$ cat config.mk
export PLATFORM = sky130hd
export DESIGN_NAME = fmp_ctrl
export DESIGN_NICKNAME = d
export VERILOG_FILES = /design/src/hw/rtl/fmp_pkg.sv /design/src/hw/rtl/fmp_ctrl.sv
export SDC_FILE = /design/constraint.sdc
export NUM_CORES = 1
export LEC_CHECK = 0
export BUFFER_PORTS_ARGS = -buffer_cell sky130_fd_sc_hd__buf_4
export CAP_MARGIN = 10
export CORE_AREA = 10 10 47 49
export CTS_CLUSTER_DIAMETER = 100
export CTS_CLUSTER_SIZE = 8
export DETAILED_ROUTE_END_ITERATION = 16
export DIE_AREA = 0 0 57 59
export PLACE_DENSITY = 0.37
export SETUP_SLACK_MARGIN = 0.15
export SYNTH_ARGS = -nofsm -noshare
export SYNTH_HDL_FRONTEND = slang
export SYNTH_SLANG_ARGS = --single-unit
$ cat constraint.sdc
create_clock -name clk -period 1.6 [get_ports clk]
set_input_delay 0.16 -clock clk [delete_from_list [all_inputs] [get_ports clk]]
set_output_delay 0.16 -clock clk [all_outputs]
set_load 0.1 [all_outputs]
$ cat src/hw/rtl/fmp_pkg.sv
package fmp_pkg;

  localparam int unsigned DEF_MAX_HEIGHT   = 32;
  localparam int unsigned DEF_MAX_WIDTH    = 32;
  localparam int unsigned DEF_MAX_CHANNELS = 16;
  localparam int unsigned DEF_MAX_WINDOW   = 8;

  localparam int unsigned NUM_REGS = 8;
  localparam int unsigned CFG_IDX_W = 3;

  localparam logic [CFG_IDX_W-1:0] REG_IW = 3'd0;
  localparam logic [CFG_IDX_W-1:0] REG_IH = 3'd1;
  localparam logic [CFG_IDX_W-1:0] REG_WW = 3'd2;
  localparam logic [CFG_IDX_W-1:0] REG_WH = 3'd3;
  localparam logic [CFG_IDX_W-1:0] REG_PT = 3'd4;
  localparam logic [CFG_IDX_W-1:0] REG_PL = 3'd5;
  localparam logic [CFG_IDX_W-1:0] REG_SX = 3'd6;
  localparam logic [CFG_IDX_W-1:0] REG_SY = 3'd7;

  localparam logic REQ_LOAD  = 1'b0;
  localparam logic REQ_QUERY = 1'b1;

  localparam logic [15:0] NEG_INF_HALF = 16'hFC00;

  // Window geometry as seen by the datapath
  typedef struct packed {
    logic [5:0] iw;
    logic [5:0] ih;
    logic [3:0] ww;
    logic [3:0] wh;
    logic [2:0] pt;
    logic [2:0] pl;
    logic [3:0] sx;
    logic [3:0] sy;
  } cfg_t;

  // Controller to datapath
  typedef struct packed {
    logic load;     // write pixel beat into the store
    logic init;     // latch query, clear accumulator
    logic read;     // issue a store read at the current window position
    logic acc;      // fold the returned pixel into the maximum
    logic last;     // current position is the final one of the window
  } dp_cmd_t;

  // Datapath to controller
  typedef struct packed {
    logic pos_valid;  // current window position is inside the input
    logic pos_last;   // current window position is the last one
    logic empty;      // window has no positions, or the channel is out of range
  } dp_sts_t;

  // IEEE ordered a > b on half bit patterns
  function automatic logic half_gt(input logic [15:0] a, input logic [15:0] b);
    logic a_nan;
    logic b_nan;
    logic signed [16:0] ka;
    logic signed [16:0] kb;
    a_nan = (a[14:10] == 5'h1F) && (a[9:0] != 10'd0);
    b_nan = (b[14:10] == 5'h1F) && (b[9:0] != 10'd0);
    ka = a[15] ? -$signed({2'b00, a[14:0]}) : $signed({2'b00, a[14:0]});
    kb = b[15] ? -$signed({2'b00, b[14:0]}) : $signed({2'b00, b[14:0]});
    return !a_nan && !b_nan && (ka > kb);
  endfunction

endpackage

$ cat src/hw/rtl/fmp_ctrl.sv
module fmp_ctrl (
  input  logic              clk,
  input  logic              rst_n,
  input  logic              start,
  input  logic              req_type,
  input  fmp_pkg::dp_sts_t  sts,
  output logic              busy,
  output logic              out_valid,
  output fmp_pkg::dp_cmd_t  cmd
);
  import fmp_pkg::*;

  localparam logic [1:0] S_IDLE = 2'd0;
  localparam logic [1:0] S_WALK = 2'd1;
  localparam logic [1:0] S_DRAIN = 2'd2;
  localparam logic [1:0] S_DONE = 2'd3;

  logic [1:0] state_r, state_nxt;
  logic       acc_r, acc_nxt;

  // Issue loads and sequence query windows one position per cycle
  always_comb begin
    state_nxt = state_r;
    acc_nxt   = 1'b0;
    cmd       = '0;
    cmd.acc   = acc_r;
    case (state_r)
      S_IDLE: begin
        if (start) begin
          if (req_type == REQ_LOAD) begin
            cmd.load = 1'b1;
          end else begin
            cmd.init  = 1'b1;
            state_nxt = S_WALK;
          end
        end
      end
      S_WALK: begin
        if (sts.empty) begin
          state_nxt = S_DONE;
        end else begin
          cmd.read = 1'b1;
          cmd.last = sts.pos_last;
          acc_nxt  = sts.pos_valid;
          if (sts.pos_last) state_nxt = S_DRAIN;
        end
      end
      S_DRAIN: state_nxt = S_DONE;
      S_DONE:  state_nxt = S_IDLE;
      default: state_nxt = S_IDLE;
    endcase
  end

  always_ff @(posedge clk) begin
    if (!rst_n) begin
      state_r <= S_IDLE;
      acc_r   <= 1'b0;
    end else begin
      state_r <= state_nxt;
      acc_r   <= acc_nxt;
    end
  end

  assign busy      = (state_r != S_IDLE);
  assign out_valid = (state_r == S_DONE);

endmodule

==> run_results.csv, run 1 <==
group,metric,value,unit
synth,ys_types,15,
layout,fin_area,447.9,um2
pwr,vdd_drop_max,600.6,uV
setup_path,required,1440,ps
sta,drv_slew,0,
floorplanning,core_area,1401,um2
placed_design,pre_cts_slack,312.8,ps
synth,netlist_instances,27,
synth,synth_seq_cells,3,
sta,finalCritPeriodShare,88.42,%
global_route,grt_pass1_vias,244,
global_route,gr-total-overflow,0,
layout,multi_input_area,186.4,um2
setup_path,reg2reg_depth,4,
detailed_routing,first_pass_iters,4,
floorplanning,initial_utilization,16.61,%
detailed_routing,drtIter0Drc,3,
layout,final_nets,55,
setup_path,critPathMaxFanout,4,
synth,yosysTopAreaCell,"dfxtp_1",
placed_design,placed_cell_area,377.9,um2
global_route,grt_start_max_net_pins,6,
clocking,clk_pin_slew,40,ps
sta,clock.fmax,0.7068,GHz
pwr,powerDensity,2002,nW/um2
pwr,p_leak,0.0002005,uW
synth,synth_fp_nets,38,
synth,yosysWarnings,0,
synth,avgSynthCellArea,8.619,um2
layout,layout_common_cells,"10 x buf_4, 4 x nand2_1, 3 x clkbuf_4, 3 x buf_12",
clocking,cts_root_buffer,"clkbuf_4",
floorplanning,rows,14,
clocking,cts_resized,10,
setup_path,slowest_stage,"dfxtp_2",
synth,synthTopCellsByArea,"dfxtp_1 26%, ha_1 22%, nand2_1 6.5%, a22oi_2 5.4%, and3_1 5.4%",
synth,netlist_area,232.7,um2
setup_path,cp-start-kind,"register",
detailed_routing,num_vias,239,
sta,worst_slack,185.2,ps
pwr,p_total,896.9,uW
clocking,cts_tree,"yes",
placed_design,hpwlAfterDp,518.2,um
setup_path,cpPeakStageDelay,330,ps
min_path,hold_class,"input port to register",
layout,seq_area,62.56,um2
floorplanning,ios,14,
sta,timing.setup.tns,0,ps
setup_path,crit_type,"register to output pin",
synth,yosysSeqAreaShare,25.81,%
clocking,ctsHoldBuffers,0,
clocking,post_cts_buffers,0,
sta,finClkSkew,1.717,ps
clocking,clock_path_buffers,2,
detailed_routing,wl,607,um
sta,tightest_slew,280.0,ps
global_route,grt.total_usage,3.891,%
layout,antenna_cells,0,
min_path,hold_depth,2,
detailed_routing,antenna_left,0,
placed_design,gp_congestion,0.6399,
layout,fill_cells,157,
floorplanning,dieWidth,57,um
placed_design,io_buffers,13,
layout,final_common_cell,"buf_4",
layout,syn2layout_area_growth,92.47,%
sta,maxSlewHeadroom,81.49,%
synth,synth_top_area_share,25.81,%
sta,setup_viol,0,
floorplanning,dieHeight,59,um
setup_path,arrival,1250,ps
setup_path,end_kind,"output pin",
detailed_routing,via_per_inst,4.051,
detailed_routing,drt-wirelength-per-cell,10.29,um
sta,hold_viol_final,0,
sta,grt_setup_unrepaired,"true",
global_route,antenna_found_initial,0,
clocking,htree_levels,1,
clocking,cts_buffers,3,
clocking,clock_sinks,3,
sta,period_minus_slack,1415,ps
floorplanning,dieArea,3363,um2
run_status,status,"completed",
sta,holdWs,164.0,ps
run,cap_violations,0,
clocking,clk_latency,230,ps
setup_path,cp_cell_sequence,"inv_4, ha_2, and2b_4, and2_4, buf_12",
global_route,grt_pass1_wl,1007,um
layout,drive_gt1_share,67.44,%
detailed_routing,route.detailed.drc,0,
state kept, by name, indices dropped and copies added (netlist names):
name	count
state_r	2
acc_r	1
Yosys cell counts:
master    count
nand3_1       1
ha_1          4
buf_4         1
nand2_1       4
mux2i_1       1
a211o_1       1
o2111a_1      1
inv_1         3
and3_1        2
a22oi_2       1
and2_1        1
nor2_1        2
and2b_2       1
dfxtp_1       3
nand2b_1      1
kinds of logic (layout without fill, tap and decap cells):
logic type	count (synthesis)	in the layout	share of synthesized area (%)
buf+inv	4	20	8.065
simple gates	12	12	26.34
mux	1	1	4.301
flops	3	3	25.81
compound gates	3	3	13.98
fa+ha+maj	4	4	21.51
critical path, delay by kind of cell (launching register included):
kind	cells	cell delay, ps
flops	1	330
buf+inv	2	240
fa+ha+maj	1	150
simple gates	2	290
power by group:
group / switching [uW] / internal, uW
registers: 26.1 / 101
logic: 429 / 210
clock network: 38.3 / 93.4
stage by stage:
step / util, % / instances
after floorplan: - / 27
after global placement: 26.96 / 55
after detailed placement: 26.96 / 55
after CTS: 31.25 / 59
after global routing: 31.96 / 59
final: 31.96 / 59
routing by layer:
layer  vias up  GRT usage [%]  routed length, um
li1        122              -                  -
met1       109          3.329                223
met2         8          5.891                312
met3         0          3.219                 71
met4         0          3.020                  0
met5         -              0                  0
final cells by class:
type	instances	area share (%)
clock buffers	4	5.866
flip-flops and latches	3	13.97
inverters	3	3.911
repair buffers	13	30.17
well taps	16	4.469
multi-input cells	20	41.62
final timing paths:
check | to | from | slack (ps)
worst max-delay path | cmd[0] | state_r[1] | 190
worst min-delay path | acc_r | sts[2] | 160
worst max register to register | state_r[0] | state_r[1] | 490
worst min register to register | state_r[1] | state_r[1] | 480
Power figures use the tool's default switching activity.
==> run 2, diff against run 1 <==
RECOVER_POWER = 25   (was unset)
clock period = 1.4 ns   (was 1.6 ns; I/O delays follow)
==> run_results.csv, run 2 (synthesized netlist as in run 1, its figures left out) <==
group,metric,value,unit
run_status,status,"completed",
sta,finalCritPeriodShare,98.13,%
placed_design,gp_congestion,0.6771,
clocking,htree_levels,1,
layout,syn2layout_area_growth,143.0,%
global_route,grt_pass1_vias,301,
layout,antenna_cells,0,
clocking,cts_root_buffer,"clkbuf_4",
setup_path,slowest_stage,"dfxtp_2",
sta,drv_slew,0,
pwr,vdd_drop_max,613.3,uV
placed_design,placed_cell_area,394.1,um2
sta,finClkSkew,3.961,ps
min_path,hp-start,"sts[2]",
placed_design,hpwlAfterDp,564.3,um
global_route,antenna_found_initial,0,
clocking,clk_latency,230,ps
detailed_routing,via_per_inst,4.015,
clocking,ctsHoldBuffers,0,
setup_path,end_kind,"output pin",
detailed_routing,drtIter0Drc,7,
sta,maxSlewHeadroom,64.09,%
placed_design,io_buffers,13,
setup_path,reg2reg_depth,5,
setup_path,crit_start,"state_r[1]",
layout,drive_gt1_share,74.00,%
floorplanning,dieWidth,57,um
sta,tightest_slew,540.9,ps
floorplanning,dieHeight,59,um
setup_path,cpPeakStageDelay,340,ps
layout,largest_register_ffs,2,
sta,clock.fmax,0.7279,GHz
setup_path,reg2reg_slack,180,ps
setup_path,crit_type,"register to output pin",
clocking,clock_sinks,3,
floorplanning,ios,14,
min_path,whs_endpoint,"acc_r",
run,cap_violations,0,
pwr,p_total,1284,uW
detailed_routing,wl,692,um
setup_path,cp-start-kind,"register",
sta,period_minus_slack,1374,ps
layout,top_regs,"state_r: 2 flops, acc_r: 1 flops",
floorplanning,core_area,1401,um2
setup_path,arrival,1230,ps
sta,grt_setup_unrepaired,"true",
floorplanning,initial_utilization,16.61,%
layout,final_nets,62,
layout,fin_area,565.5,um2
global_route,grt.total_usage,4.363,%
layout,layout_common_cells,"12 x buf_4, 6 x buf_12, 3 x nand2_1, 3 x clkbuf_4",
setup_path,critPathMaxFanout,4,
sta,setup_viol,0,
min_path,hold_class,"input port to register",
setup_path,rr_startpoint,"state_r[1]",
layout,final_common_cell,"buf_4",
detailed_routing,drt-wirelength-per-cell,10.48,um
clocking,clock_path_buffers,2,
detailed_routing,route.detailed.drc,0,
global_route,gr-total-overflow,0,
floorplanning,rows,14,
pwr,powerDensity,2271,nW/um2
clocking,cts_buffers,3,
pwr,p_leak,0.0002498,uW
global_route,grt_pass1_wl,1207,um
global_route,grt_start_max_net_pins,6,
detailed_routing,num_vias,265,
setup_path,cp_cell_sequence,"inv_4, ha_4, and2b_4, and2_4, buf_12",
clocking,clk_pin_slew,40,ps
min_path,hold_depth,2,
detailed_routing,first_pass_iters,2,
clocking,cts_tree,"yes",
layout,max_flop_register,"state_r",
sta,hold_viol_final,0,
detailed_routing,antenna_left,0,
floorplanning,dieArea,3363,um2
setup_path,timing.rr.end,"state_r[0]",
setup_path,required,1260,ps
## run 2: cell types whose count changed in the layout (fill, tap and decap cells not counted), sizes merged
cell	before	now
buf	13	19
clkbuf	4	5
## run 2: layout make-up
type                    count  area, um2
fillers                   151      835.8
repair buffers             20      226.5
multi-input cells          20      207.7
flip-flops and latches      3      65.06
clock buffers               4      26.28
inverters                   3      20.02
well taps                  16      20.02
## run 2: worst max path at each step
stage / to / slack, ps / cells past startpoint
floorplan: cmd[0] / -30 / 4
global placement: cmd[0] / 170 / 5
detailed placement: cmd[0] / 150 / 5
CTS: cmd[0] / 20 / 5
global route: cmd[0] / -20 / 5
finish: cmd[0] / 30 / 5
## run 2: timing repair
| action | in CTS | in global routing |
|---|---|---|
| buffers inserted | 7 | 0 |
| hold endpoints to repair | 0 | 0 |
| pin swaps | 1 | 2 |
| setup endpoints to repair | 5 | 8 |
| resized for setup | 16 | 8 |
## run 2: critical path, delay by kind of cell, from the launching register on
family                   cells  cell delay (ps)
AND/OR/NAND/NOR              2              300
flip-flops                   1              340
buffers and inverters        2              220
adder cells (fa/ha/maj)      1              150
## run 2: layer usage
layer | part of all wire, % | global-route usage, %
met1 | 35 | 4.033
met2 | 56 | 7.442
met3 | 9.0 | 2.146
met4 | 0 | 3.020
met5 | 0 | 0
## run 2: metrics by stage
| stage | cells | setup slack [ps] | hold WS, ps | TNS, ps | utilization, % |
|---|---|---|---|---|---|
| after global placement | 55 | 165.1 | 386.2 | 0 | 28.13 |
| after CTS | 66 | 19.99 | 134.1 | 0 | 38.39 |
| after detailed placement | 55 | 151.7 | 380.6 | 0 | 28.13 |
| after floorplan | 27 | -26.34 | 272.1 | -34.01 | - |
| final | 66 | 26.23 | 147.6 | 0 | 40.36 |
| after global routing | 66 | -21.51 | 151.1 | -33.41 | 40.36 |
## run 2: power breakdown
part           internal (uW)  total (uW)  leakage [uW]  switching [uW]
logic                    427         978      0.000209             550
registers                119         156     0.0000256            36.8
clock network            107         151     0.0000150            44.1
total                    653        1280      0.000250             631
